--- src/rtl/twi_queue_mem.sv ---
// Waypoint store: one write port, one read port, registered read data.
// No dependencies.
module twi_queue_mem #(
    parameter int DEPTH = 16,
    parameter int WIDTH = 144
) (
    input  logic                     clk,
    input  logic                     we,
    input  logic [$clog2(DEPTH)-1:0] waddr,
    input  logic [WIDTH-1:0]         wdata,
    input  logic [$clog2(DEPTH)-1:0] raddr,
    output logic [WIDTH-1:0]         rdata
);

    logic [WIDTH-1:0] mem [DEPTH];

    always_ff @(posedge clk)
    begin
        if (we)
        begin
            mem[waddr] <= wdata;
        end
        rdata <= mem[raddr];
    end

endmodule

--- config.mk ---
export PLATFORM = sky130hd
export DESIGN_NAME = twi_queue_mem
export DESIGN_NICKNAME = d
export VERILOG_FILES = /design/src/rtl/twi_queue_mem.sv
export SDC_FILE = /design/constraint.sdc
export NUM_CORES = 2
export LEC_CHECK = 0
export BUFFER_PORTS_ARGS = -buffer_cell sky130_fd_sc_hd__buf_2
export CELL_PAD_IN_SITES_DETAIL_PLACEMENT = 1
export CELL_PAD_IN_SITES_GLOBAL_PLACEMENT = 2
export CORE_ASPECT_RATIO = 2
export CORE_MARGIN = 4
export CORE_UTILIZATION = 48
export CTS_BUF_LIST = sky130_fd_sc_hd__clkbuf_4 sky130_fd_sc_hd__clkbuf_8
export DETAILED_ROUTE_END_ITERATION = 10
export GPL_TIMING_DRIVEN = 0
export PLACE_DENSITY_LB_ADDON = 0.1
export RECOVER_POWER = 50
export SKIP_CTS_REPAIR_TIMING = 1
export SLEW_MARGIN = 5
export SYNTH_ARGS = -nofsm -noshare
export SYNTH_HDL_FRONTEND = slang
export SYNTH_SLANG_ARGS = --single-unit
--- constraint.sdc ---
create_clock -name clk -period 15.69 [get_ports clk]
set_clock_uncertainty 0.05 [all_clocks]
set_input_delay 0.7845 -clock clk [delete_from_list [all_inputs] [get_ports clk]]
set_output_delay 0.7845 -clock clk [all_outputs]
set_load 0.01 [all_outputs]
# Word level (Yosys, flattened, before mapping)
# Memories as Yosys holds them, arrays and structs flattened. A register that Yosys moved wholly into a read port is not among the register bits.
# Cells that the tools add are included.
# word_totals
inputBits,154
wordCells,3
n_memories,1
output_inout_bits,144
register_bits,0
ramBits,2304
# classes
muxes,2
# mem_list
name,depth,width,read_ports,rd_clocked_by_memory_dff,wr,line_no,rtl
mem,16,144,1,1,1,15,logic [WIDTH-1:0] mem [DEPTH];
# ops
operator,count
$mux 1,2

# Longest topological paths before layout
# logic_depth
word_depth,2
ltp_mapped,7
depth_no_buf,3

# Worst setup path after synthesis
# OpenSTA, ideal clock, no wires.
# synth_path
kind,input port to flip-flop
start,in waddr[2]
end,mem mem[0][0] (enable)
cell_stages,2
setup_slack_ns,3.804
required_ns,14.814
path_buffers,0
arrival_ns,11.010
setup_time_ns,0.826
cell_sequence,or3b_2 nor3_1
# synth_lines
element,line_no,rtl
"start, declared",9,"input logic [$clog2(DEPTH)-1:0] waddr,"
"end, declared",15,
# No word-level cell before the write port.

# Worst setup path in the final report
# layout_path
start,in waddr[0]
end,mem mem[15][109] (enable)
# No word-level cell before the write port.

==> results.yml <==
floorplanning:
  num_rows: 223
  die-area_sq_mm: 0.1938
  io_pins: 298
  die_x_microns: 313.3
  die_h_microns: 618.6
  start_util_pct: 48.36
  core_region_area_sq_mm: 0.1850
setup_path:
  worstSetupPathType: "in -> reg"
  r2r_setup_slack_ns: 14.09
  crit_fanout: 19
  critPathRequiredTime_ns: 16.25
  rr_endpoint: "rdata[5]"
  critical_path_arrival_ns: 4.67
  slowest_stage: "clkbuf_1"
  cp_cell_sequence: "clkbuf_1 > nand2_1 > nor2_1 > clkbuf_1 > buf_16 > buf_16 > buf_12 > buf_12 > buf_12"
  path_delay_family: "buffers and inverters"
  critPathLaunchType: "input port"
  crit_path_frequent_cell: "buf_12"
  max_stage_delay_ns: 1.11
  rr_startpoint: "mem[7][5]"
  reg2regPathDepth: 3
  critPathBufInv: 7
  worstSetupEndpointType: "flop"
logic_synthesis:
  synth_area_sq_mm: 0.08947
  ys_seq_elements: 2448
  syn-num-nets: 3949
  ys_seq_area_share_pct: 80.55
  yosys_warnings: 0
  synthCells: 3795
  yosysUniqueCellTypes: 25
  avgSynthCellArea_sq_um: 23.58
place:
  dp_hpwl_mm: 160.3
  dp_cells: 6747
  gp_congestion: 0.7147
  placed_area_sq_mm: 0.09703
  port_buffers: 294
  post-place-ws_ns: 11.51
sta:
  period_share_pct: 26.18
  fin_crit_ns: 4.108
  rsz0062_at_grt: "no"
  maxSlewViolCount: 73
  fmax_mhz: 243.4
  worst_pin_slew_ns: 1.989
  hold_viol_final: 0
  setup_slack_ns: 11.58
  timing.slew.headroom_pct: -33.10
  finalSetupViolCount: 0
min_path:
  hold_depth: 1
  min_path_type: "in -> reg"
  min_from: "wdata[119]"
  whs_endpoint: "mem[1][119]"
clock_network:
  clkSinkCount: 2448
  clk_latency_ns: 0.94
  cts-root-buf: "clkbuf_8"
  cts.htree.levels: 5
  cts_buffers: 337
  cts_tree: "yes"
  clk_path_buf_depth: 4
  clkTransAtPathRegs_ns: 0.07
power:
  total_power_mw: 13.17
  powerDensity_mw_per_mm2: 127.0
  power_leakage_nw: 33.49
  peakVddDrop_uv: 77.08
layout:
  final_cell_area_sq_mm: 0.1037
  layout_commonest_cell: "edfxtp_1"
  final_cell_mix: "edfxtp_1, mux4_2, clkbuf_8"
  finalNetCount: 4765
  syn_to_final_growth_pct: 15.96
  layout-drive-gt1-share_pct: 33.56
  stdcell_count: 7375
  utilization_pct: 56.08
global_routing:
  grt_max_degree: 24
  track_usage_pct: 24.79
  antenna_found_initial: 46
  grt_pass1_wl_mm: 340.8
  grt_pass1_vias: 47140
  grt-ovfl-total: 0
outcome:
  status: "finished, violations left"
  violations: "capacitance limit, slew limit"
drt:
  routed_wl_mm: 238.3
  vias_per_cell: 5.793
  drtIter0Drc: 3584
  wl_per_cell_microns: 32.31
  drc: 0
  dr.pass1.iters: 7
  antenna_left: 0
  vias: 42730
run:
  drv_cap: 7
flip-flops by register name, summed over array words and instances (netlist names):
signal  flops
mem      2304
rdata     144
report_power, final:
part | leakage [nW] | switching, mW | internal [mW]
Sequential | 22.0 | 0.0506 | 7.31
Combinational | 7.72 | 0.446 | 0.274
Clock | 3.74 | 2.35 | 2.74
synth_stat cells, drive strengths merged:
| cell type | count | area share [%] |
|---|---|---|
| o221ai | 32 | 0.31 |
| o21ai | 27 | 0.15 |
| dfxtp | 144 | 3.2 |
| a22oi | 234 | 2.0 |
| nor2 | 15 | 0.063 |
| or2 | 1 | 0.0070 |
| o22a | 5 | 0.049 |
| nor2b | 38 | 0.27 |
| nand3 | 1 | 0.0056 |
| and2 | 3 | 0.021 |
| mux2i | 27 | 0.30 |
| nand2 | 97 | 0.41 |
| clkbuf | 74 | 0.31 |
| or3b | 1 | 0.0098 |
| nand3b | 2 | 0.017 |
| mux4 | 527 | 13 |
| nand2b | 21 | 0.15 |
| edfxtp | 2304 | 77 |
| nor3 | 4 | 0.022 |
| buf | 128 | 0.79 |
| a221oi | 17 | 0.17 |
| mux2 | 93 | 1.2 |
how the worst max path moves through the flow:
stage | to | from | slack, ns | cells past startpoint
6_report | mem[15][109] | waddr[0] | 11.58 | 9
5_1_grt | mem[15][109] | waddr[0] | 11.42 | 9
4_1_cts | mem[4][9] | waddr[3] | 12.54 | 10
3_5_place_dp | mem[4][72] | waddr[3] | 11.51 | 10
3_3_place_gp | mem[0][140] | waddr[2] | -11.05 | 3
2_1_floorplan | mem[0][0] | waddr[2] | 3.80 | 2
kinds of logic after synthesis:
family	count (synthesis)	share of synthesized area, %
simple gates	183	0.9649
flops	2448	80.55
mux	647	14.74
buf+inv	202	1.102
compound gates	315	2.643
through the flow:
step	TNS [ns]	hold WS, ns
after floorplan	0	0.5849
after global placement	-7182.07	0.5962
after detailed placement	0	0.6076
after CTS	0	0.07350
after global routing	0	0.2774
final	0	0.2799
metal layers:
metal	wire (microns)	global-route usage (%)	vias to the layer above	part of all wire (%)
met5	241	0	-	0.10
met2	130800	45.75	1423	55
met3	15260	5.080	423	6.4
met1	84820	29.11	22990	36
li1	-	-	17850	-
met4	7192	7.618	36	3.0
area by class of cell:
| type | count | area, sq um |
|---|---|---|
| flip-flops and latches | 2448 | 72070 |
| fillers | 15790 | 81240 |
| clock inverters | 102 | 754.5 |
| repair buffers | 477 | 4064 |
| well taps | 2475 | 3097 |
| clock buffers | 507 | 6271 |
| plain buffers | 202 | 989.7 |
| multi-input cells | 1145 | 16450 |
| diodes | 19 | 47.55 |
worst register-to-register path, cell delays in order (launching register included):
cell and delay, ns:
edfxtp_1 0.38, mux4_2 0.49, a22oi_1 0.21, o21ai_0 0.27
Note: power is estimated with default switching activity, not from simulation.
