$ cat src/rtl/twi_pkg.sv
// Shared constants and codes for the timed waypoint interpolator.
// No dependencies.
package twi_pkg;

    localparam int QUEUE_DEPTH_DEF = 16;
    localparam int COORD_WIDTH_DEF = 32;
    localparam int TIME_WIDTH_DEF  = 48;

    // Blend factor k is unsigned Q0.16; 1.0 needs one more bit.
    localparam int K_FRAC  = 16;
    localparam int K_WIDTH = K_FRAC + 1;

    localparam logic [1:0] MODE_ADD   = 2'd0;
    localparam logic [1:0] MODE_TICK  = 2'd1;
    localparam logic [1:0] MODE_START = 2'd2;

    typedef enum logic [2:0] {
        ST_MOVED = 3'd0,
        ST_ADDED = 3'd1,
        ST_ORDER = 3'd2,
        ST_FULL  = 3'd3,
        ST_EMPTY = 3'd4,
        ST_RATIO = 3'd5
    } status_t;

endpackage

$ cat src/rtl/twi_divider.sv
// Restoring divider, one quotient bit a cycle: q = floor(a * 2^16 / b), a < b.
// Depends on twi_pkg.
module twi_divider #(
    parameter int TW = 48
) (
    input  logic                        clk,
    input  logic                        rst_n,
    input  logic                        start,
    input  logic [TW-1:0]               a,
    input  logic [TW-1:0]               b,
    output logic                        done,
    output logic [twi_pkg::K_FRAC-1:0]  q
);
    import twi_pkg::*;

    localparam int CNT_W = $clog2(K_FRAC);

    logic              busy_reg;
    logic              done_reg;
    logic [CNT_W-1:0]  cnt_reg;
    logic [TW:0]       rem_reg;
    logic [TW-1:0]     div_reg;
    logic [K_FRAC-1:0] q_reg;
    logic [TW:0]       shifted;
    logic              fits;

    assign shifted = {rem_reg[TW-1:0], 1'b0};
    assign fits    = shifted >= {1'b0, div_reg};

    always_ff @(posedge clk or negedge rst_n)
    begin
        if (!rst_n)
        begin
            busy_reg <= 1'b0;
            done_reg <= 1'b0;
            cnt_reg  <= '0;
        end
        else
        begin
            done_reg <= 1'b0;
            if (start)
            begin
                busy_reg <= 1'b1;
                cnt_reg  <= '0;
            end
            else if (busy_reg)
            begin
                cnt_reg <= cnt_reg + 1'b1;
                if (cnt_reg == CNT_W'(K_FRAC - 1))
                begin
                    busy_reg <= 1'b0;
                    done_reg <= 1'b1;
                end
            end
        end
    end

    always_ff @(posedge clk)
    begin
        if (start)
        begin
            rem_reg <= {1'b0, a};
            div_reg <= b;
            q_reg   <= '0;
        end
        else if (busy_reg)
        begin
            rem_reg <= fits ? (shifted - {1'b0, div_reg}) : shifted;
            q_reg   <= {q_reg[K_FRAC-2:0], fits};
        end
    end

    assign done = done_reg;
    assign q    = q_reg;

endmodule
$ cat config.mk
export PLATFORM = sky130hd
export DESIGN_NAME = twi_divider
export DESIGN_NICKNAME = d
export VERILOG_FILES = /design/src/rtl/twi_pkg.sv /design/src/rtl/twi_divider.sv
export SDC_FILE = /design/constraint.sdc
export NUM_CORES = 1
export LEC_CHECK = 0
export BUFFER_PORTS_ARGS = -buffer_cell sky130_fd_sc_hd__buf_2
export CORE_AREA = 2 2 130 258
export CTS_CLUSTER_SIZE = 10
export DETAILED_ROUTE_END_ITERATION = 10
export DIE_AREA = 0 0 132 260
export HOLD_SLACK_MARGIN = 0.12
export SYNTH_ARGS = -nofsm -noshare
export SYNTH_HDL_FRONTEND = slang
export SYNTH_SLANG_ARGS = --single-unit
$ cat constraint.sdc
create_clock -name clk -period 4.4 [get_ports clk]
set_input_delay 0.22 -clock clk [delete_from_list [all_inputs] [get_ports clk]]
set_output_delay 0.22 -clock clk [all_outputs]
set_load 0.02 [all_outputs]
## Word-level counts from Yosys, hierarchy flattened

Cells that the tools add are included.

| word-level totals | value |
|---|---|
| bits in registers | 118 |
| bits of input ports | 99 |
| word-level logic and storage cells | 22 |

| operators by class | value |
|---|---|
| add/subtract/negate cells | 2 |
| magnitude comparators | 1 |
| eq/ne operators | 1 |
| mux-type cells | 11 |
| reductions and logical operators | 1 |

Operator list:

| operator | count |
|---|---|
| $mux 48 | 3 |
| $ge 49x48->1 | 1 |
| $sub 48x48->48 | 1 |
| $mux 4 | 2 |
| $mux 1 | 6 |
| $add 4x1->4 const B | 1 |
| $eq 4x4->1 const B | 1 |
| $reduce_bool 2->1 | 1 |

## Longest topological paths before layout

Gate-level depths: netlist (run 1).

| logic depth | value |
|---|---|
| depth after elaboration | 4 |
| mapped depth | 16 |
| mapped depth without buffers | 12 |

## Worst setup path after synthesis (run 1)

No wires, ideal clock.

| timing path | value |
|---|---|
| kind | reg-to-reg |
| start | register rem_reg[41] |
| end | register rem_reg[11], data pin |
| data arrival time | 3.048 ns |
| required time | 4.140 ns |
| slack | 1.093 ns |
| stages on the path, launching flop included | 14 |
| buffers on the path | 2 |
| clock period less this slack | 3.307 ns |
| cell sequence | edfxtp_1 > ha_1 > buf_6 > a21o_1 > a21o_1 > a21o_1 > a21oi_2 > o21ai_1 > or4_1 > a21o_1 > and2_4 > buf_6 > mux2_4 > mux2_2 |

| on the way | value |
|---|---|
| longest elaborated chain between the ends | 4 |

Ends and longest elaborated chain:

| item | line | RTL |
|---|---|---|
| start: declaration | twi_divider.sv:21 | `logic [TW:0] rem_reg;` |
| start signal: assignment | twi_divider.sv:62 | `rem_reg <= {1'b0, a};` |
| start signal: assignment | twi_divider.sv:68 | `rem_reg <= fits ? (shifted - {1'b0, div_reg}) : shifted;` |
| $ge 49x48->1 | twi_divider.sv:28 | `assign fits = shifted >= {1'b0, div_reg};` |
| $mux 48 | twi_divider.sv:68 |  |
| $mux 48 | twi_divider.sv:66 | `else if (busy_reg)` |
| $mux 48 | twi_divider.sv:60 | `if (start)` |

Every way passes these cells. The select of a mux whose other input is x is not followed.
A chain may end at the register's enable or synchronous reset.

## Final worst setup path (run 1)

| timing path | value |
|---|---|
| start | register rem_reg[3] |
| end | register rem_reg[34], data pin |

| on the way | value |
|---|---|
| longest elaborated chain between the ends | 4 |
| elaborated cells between the ends (all ways) | 5 |

Ends and longest elaborated chain:

| item | line |
|---|---|
| $sub 48x48->48 or $ge 49x48->1 (tied branches) | twi_divider.sv:68, twi_divider.sv:28 |
| $mux 48 (*) | twi_divider.sv:68 |
| $mux 48 (*) | twi_divider.sv:66 |
| $mux 48 (*) | twi_divider.sv:60 |

Mark *: on every way between the ends. The rest lies on a longest branch, timed or not. The select of a mux whose other input is x is not followed.

==> results.yml, run 1 <==
final_layout:
  drive_gt1_frac: 0.233
  fin_area_sq_mm: 0.0104
  nets: 1109
  syn_to_final_growth_pct: 30.7
  n_antenna_cell: 0
pwr:
  p_switching_mw: 2.86
  internal-power_mw: 4.50
  sequentialPowerShare: 0.241
  p_sw_frac: 0.388
  ir_worst_vdd_uv: 304
  clockPowerShare: 0.191
  leakage_nw: 4.60
  power_frac_comb: 0.569
  power_density_mw_per_mm2: 706
  fin_total_pwr_mw: 7.36
logic_synthesis:
  ys_warn_count: 0
  synthCells: 773
  ys_types: 63
  synth-edff-count: 96
  avgSynthCellArea_sq_um: 10.3
  synth-seq-area-share: 0.420
  synth_area_sq_mm: 0.00798
  synthArstFlopShare: 0.0508
  synth_nets: 922
  synth_seq_cells: 118
  synth-main-ff-cell: "edfxtp_1"
status:
  status: "finished, final reports clean"
job:
  cap_violations: 0
route:
  wl_met2_mm: 13.6
  vias: 6605
  antenna_left: 0
  wl_per_cell_um: 16.8
  wl_met1_mm: 8.18
  top_layer: "met4"
  drt-total-wl_mm: 23.5
  drcViolationCount: 0
  drtIter0Drc: 422
  route.met3.wl_um: 708
  viasPerCell: 4.72
  dr.pass1.iters: 8
global_routing:
  grt_max_degree: 57
  antenna_found_initial: 0
  grt_pass1_wl_mm: 36.6
  grt_usage: 0.139
  grt-ovfl-total: 0
  grt_pass1_vias: 6956
die:
  rows: 93
  initial_core_util: 0.248
  core_area_sq_mm: 0.0322
  die_h_um: 260
  die_w_um: 132
  io_pins: 116
  fp.dieArea_sq_mm: 0.0343
critical_path:
  path_class: "flop to flop"
  cp-end-kind: "flop"
  crit_chain: "ha_1 -> a21oi_1 -> and2_1 -> a21oi_2 -> a21oi_1 -> buf_4 -> o31a_1 -> a31o_2 -> nand4b_4 -> and2_4 -> buf_4 -> mux2_4 -> mux2_2"
  start_kind: "flop"
  slowest_delay_ns: 0.46
  cp_max_fo: 14
  worstPathArrival_ns: 4.02
  worst_ep_required_time_ns: 4.59
  critical_path_buf_inv_count: 2
  critPathSlowestCell: "ha_1"
  cp_top_family: "compound AO/OA/AOI/OAI gates"
sta:
  fin_crit_ns: 3.83
  hold_viol: 0
  fin_crit_sh: 0.871
  fmax_mhz: 261
  fin_setup_tns_ns: 0
  relSlewSlack: 0.520
  rsz0062_at_grt: "false"
  hold_slack_ns: 0.141
  skew_ns: 0.00949
  setup_violations: 0
  tightest_slew_ns: 0.720
  slew_viol_final: 0
clocking:
  cts.repair.resized: 0
  clk_pin_slew_ns: 0.06
  cts_tree: "built"
  cts_buffers: 17
  clockRootBuffer: "clkbuf_16"
  cts_hold_buf: 85
  cts_sinks: 118
  clk_latency_ns: 0.44
  htree_levels: 4
  clockBufferDepth: 2
  post_cts_buffers: 0
placed_design:
  port-buffer-count: 115
  gp_congestion: 0.894
  place_area_sq_mm: 0.00897
  dp_hpwl_mm: 17.7
min_path:
  hold_class: "input port to flop"
-- layout by cell type (no fill, tap or decap), types with 21 or more instances in the layout --
| cell | n |
|---|---|
| a21o_1 | 30 |
| a21oi_1 | 70 |
| buf_2 | 114 |
| clkbuf_16 | 21 |
| dlygate4sd3_1 | 86 |
| edfxtp_1 | 96 |
| ha_1 | 49 |
| inv_1 | 64 |
| mux2_2 | 31 |
| mux2_4 | 28 |
| nand2_1 | 43 |
| nor2_1 | 40 |
| o21ai_0 | 24 |
| xnor2_1 | 24 |
-- per-layer routing --
| metal | vias to the layer above | track usage |
|---|---|---|
| li1 | 3214 | - |
| met1 | 3181 | 0.126 |
| met2 | 159 | 0.280 |
| met3 | 51 | 0.0283 |
| met4 | 0 | 0.0752 |
| met5 | - | 0 |
-- cell type report --
type,count,area [sq um]
Tap cell,427,534
Timing Repair Buffer,211,1530
Multi-Input combinational cell,548,4180
Clock buffer,26,564
Fill cell,3363,21800
Sequential cell,118,3350
Inverter,64,240
Clock inverter,6,31.3
-- cell families (layout without fill, tap and decap cells) --
family | after synthesis | count (layout) | share of synthesized area
simple gates | 193 | 193 | 0.130
compound gates | 189 | 189 | 0.153
flops | 118 | 118 | 0.420
buf+inv | 107 | 307 | 0.0563
mux | 75 | 75 | 0.117
fa+ha+maj | 50 | 50 | 0.0794
xor+xnor | 41 | 41 | 0.0450
-- stage by stage --
stage | cells | util | worst slack (ns)
after floorplan | 773 | - | 1.09
after global placement | 1282 | 0.278 | 0.643
after detailed placement | 1282 | 0.278 | 0.566
after CTS | 1399 | 0.323 | 0.541
after global routing | 1400 | 0.323 | 0.359
final | 1400 | 0.323 | 0.569
-- power groups by stage --
stage / Clock (mW) / Sequential (mW) / Combinational (mW)
floorplan: 0 / 1.73 / 3.24
global placement: 0 / 1.79 / 4.07
detailed placement: 0 / 1.79 / 4.09
CTS: 1.44 / 1.78 / 4.18
global route: 1.48 / 1.80 / 4.54
finish: 1.40 / 1.77 / 4.19
-- synth_stat cells (all sizes together) (4+ instances only) --
cell	count	share of area
nor2	40	0.019
edfxtp	96	0.36
nand2b	5	0.0039
o211ai	4	0.0038
clkbuf	33	0.016
or3	4	0.0031
a211oi	4	0.0038
nor4	6	0.0047
o21a	4	0.0038
nand2	43	0.020
nor4b	9	0.0099
a221o	7	0.0088
buf	10	0.011
a21o	30	0.028
nor3	12	0.0075
and3	8	0.0063
ha	49	0.077
a31o	4	0.0044
xnor2	24	0.026
o21bai	6	0.0056
nand3	13	0.0082
dfrtp	6	0.019
nor2b	16	0.013
o21ai	26	0.016
nor3b	6	0.0056
dfxtp	16	0.040
a31oi	10	0.0078
inv	64	0.030
a21oi	72	0.046
nand4	17	0.013
mux2i	16	0.020
o31ai	5	0.0047
mux2	59	0.096
xor2	17	0.019
-- path summary, 6_finish.rpt --
| kind | start | endpoint | slack, ns | cells after the start |
|---|---|---|---|---|
| max reg2reg | rem_reg[3] | rem_reg[34] | 0.57 | 13 |
| min in group asynchronous | rst_n | done | 0.73 | 3 |
| max in group asynchronous | rst_n | cnt_reg[0] | 3.43 | 3 |
| max | rem_reg[3] | rem_reg[34] | 0.57 | 13 |
| min | a[22] | rem_reg[22] | 0.14 | 2 |
| min reg2reg | q[15] | q[15] | 0.49 | 2 |
No activity file was read; power rests on OpenSTA's default activity.
==> run 2, diff against run 1 <==
--- a/config.mk
+++ b/config.mk
@@ -7,10 +7,12 @@
 export LEC_CHECK = 0
 export BUFFER_PORTS_ARGS = -buffer_cell sky130_fd_sc_hd__buf_2
 export CORE_AREA = 2 2 130 258
+export CTS_BUF_LIST = sky130_fd_sc_hd__clkbuf_4 sky130_fd_sc_hd__clkbuf_8 sky130_fd_sc_hd__clkbuf_16
 export CTS_CLUSTER_SIZE = 10
 export DETAILED_ROUTE_END_ITERATION = 10
 export DIE_AREA = 0 0 132 260
 export HOLD_SLACK_MARGIN = 0.12
+export PLACE_DENSITY = 0.41
 export SYNTH_ARGS = -nofsm -noshare
 export SYNTH_HDL_FRONTEND = slang
 export SYNTH_SLANG_ARGS = --single-unit
==> results.yml, run 2 (synthesized netlist as in run 1, its figures left out) <==
status:
  status: "finished, final reports clean"
final_layout:
  n_antenna_cell: 0
  drive_gt1_frac: 0.242
  syn_to_final_growth_pct: 31.9
  nets: 1119
  nFillCells: 3399
  final_cell_mix: "buf_2 (114), edfxtp_1 (96), dlygate4sd3_1 (89)"
  mostFrequentLayoutCell: "buf_2"
clocking:
  cts.repair.resized: 0
  clockRootBuffer: "clkbuf_16"
  clk_latency_ns: 0.45
  cts_sinks: 118
  clk_pin_slew_ns: 0.06
  cts_tree: "built"
  clockBufferDepth: 2
  htree_levels: 4
  cts_buffers: 17
route:
  vias: 6552
  drcViolationCount: 0
  wl_per_cell_um: 17.6
  dr.pass1.iters: 5
  antenna_left: 0
  drt-total-wl_mm: 24.7
  viasPerCell: 4.65
  drtIter0Drc: 295
placed_design:
  port-buffer-count: 115
  dp_hpwl_mm: 18.8
  gp_congestion: 0.825
sta:
  relSlewSlack: 0.510
  fin_setup_tns_ns: 0
  setup_violations: 0
  skew_ns: 0.00877
  hold_viol: 0
  tightest_slew_ns: 0.736
  fin_crit_sh: 0.884
  fin_crit_ns: 3.89
  rsz0062_at_grt: "false"
  fmax_mhz: 257
  slew_viol_final: 0
die:
  core_area_sq_mm: 0.0322
  fp.dieArea_sq_mm: 0.0343
  initial_core_util: 0.248
  io_pins: 116
  die_h_um: 260
  die_w_um: 132
  rows: 93
pwr:
  ir_worst_vdd_uv: 328
  power_density_mw_per_mm2: 713
  leakage_nw: 4.65
  fin_total_pwr_mw: 7.50
critical_path:
  r2r_cells: 12
  cp-endpoint: "rem_reg[23]"
  start_kind: "flop"
  worst_ep_required_time_ns: 4.59
  r2r-start: "rem_reg[0]"
  cp_max_fo: 25
  critPathLaunch: "rem_reg[0]"
  cp-end-kind: "flop"
  timing.rr.end: "rem_reg[23]"
  crit_chain: "ha_1 -> nor2b_1 -> o2111ai_1 -> a21oi_2 -> a21oi_1 -> o31a_1 -> a31o_2 -> nand4b_4 -> and2_4 -> buf_12 -> mux2_4 -> mux2_2"
  slowest_delay_ns: 0.41
  rrSetupSlack_ns: 0.51
  critPathSlowestCell: "edfxtp_1"
  worstPathArrival_ns: 4.08
  path_class: "flop to flop"
global_routing:
  antenna_found_initial: 0
  grt_max_degree: 63
  grt-ovfl-total: 0
  grt_usage: 0.148
  grt_pass1_vias: 7088
  grt_pass1_wl_mm: 38.6
job:
  cap_violations: 0
min_path:
  hold_class: "input port to flop"
run 2: worst max-delay path, delay by kind of cell, from the launching register on:
kind / cells / cell delay, ns
AO/OA/AOI/OAI: 5 / 1.31
adder cells (fa/ha/maj): 1 / 0.32
buffers and inverters: 1 / 0.27
flip-flops: 1 / 0.41
multiplexers: 2 / 0.59
AND/OR/NAND/NOR: 3 / 0.71
run 2: through the flow:
step	worst slack [ns]	cells	instance area, sq um	util	hold slack (ns)
after floorplan	1.09	773	7980	-	-0.0756
after global placement	0.464	1289	9020	0.280	0.0532
after detailed placement	0.467	1289	9020	0.280	0.0565
after CTS	0.452	1410	10500	0.326	0.128
after global routing	0.325	1410	10500	0.326	0.167
final	0.510	1410	10500	0.326	0.144
run 2: timing repair:
item	in CTS	in global routing
setup buffers	0	0
setup endpoints to repair	0	0
hold endpoints to repair	93	0
hold buffers	89	0
run 2: cell type report:
cell class	count	area, sq um	share of cell area
Multi-Input combinational cell	548	4180	0.397
Inverter	64	240	0.0228
Clock inverter	10	76.3	0.00725
Tap cell	427	534	0.0508
Clock buffer	22	528	0.0502
Timing Repair Buffer	221	1610	0.153
Sequential cell	118	3350	0.319
run 2: power by group:
part / leakage (nW) / internal [mW] / switching, mW
sequential: 1.18 / 1.60 / 0.162
combinational: 3.17 / 2.07 / 2.23
clock: 0.300 / 0.857 / 0.583
total: 4.65 / 4.52 / 2.98
run 2: worst min-delay path by stage:
stage	start	end	slack, ns	depth (start not counted)
floorplan	rst_n	busy_reg	-0.08	0
global placement	rst_n	done	0.05	1
global route	a[18]	rem_reg[18]	0.17	3
finish	a[18]	rem_reg[18]	0.14	3
detailed placement	rst_n	cnt_reg[3]	0.06	1
CTS	a[29]	rem_reg[29]	0.13	3
run 2: layer usage:
layer	track usage	wire, um
met2	0.302	14400
met5	0	0
met3	0.0314	748
met1	0.140	8900
met4	0.0589	682
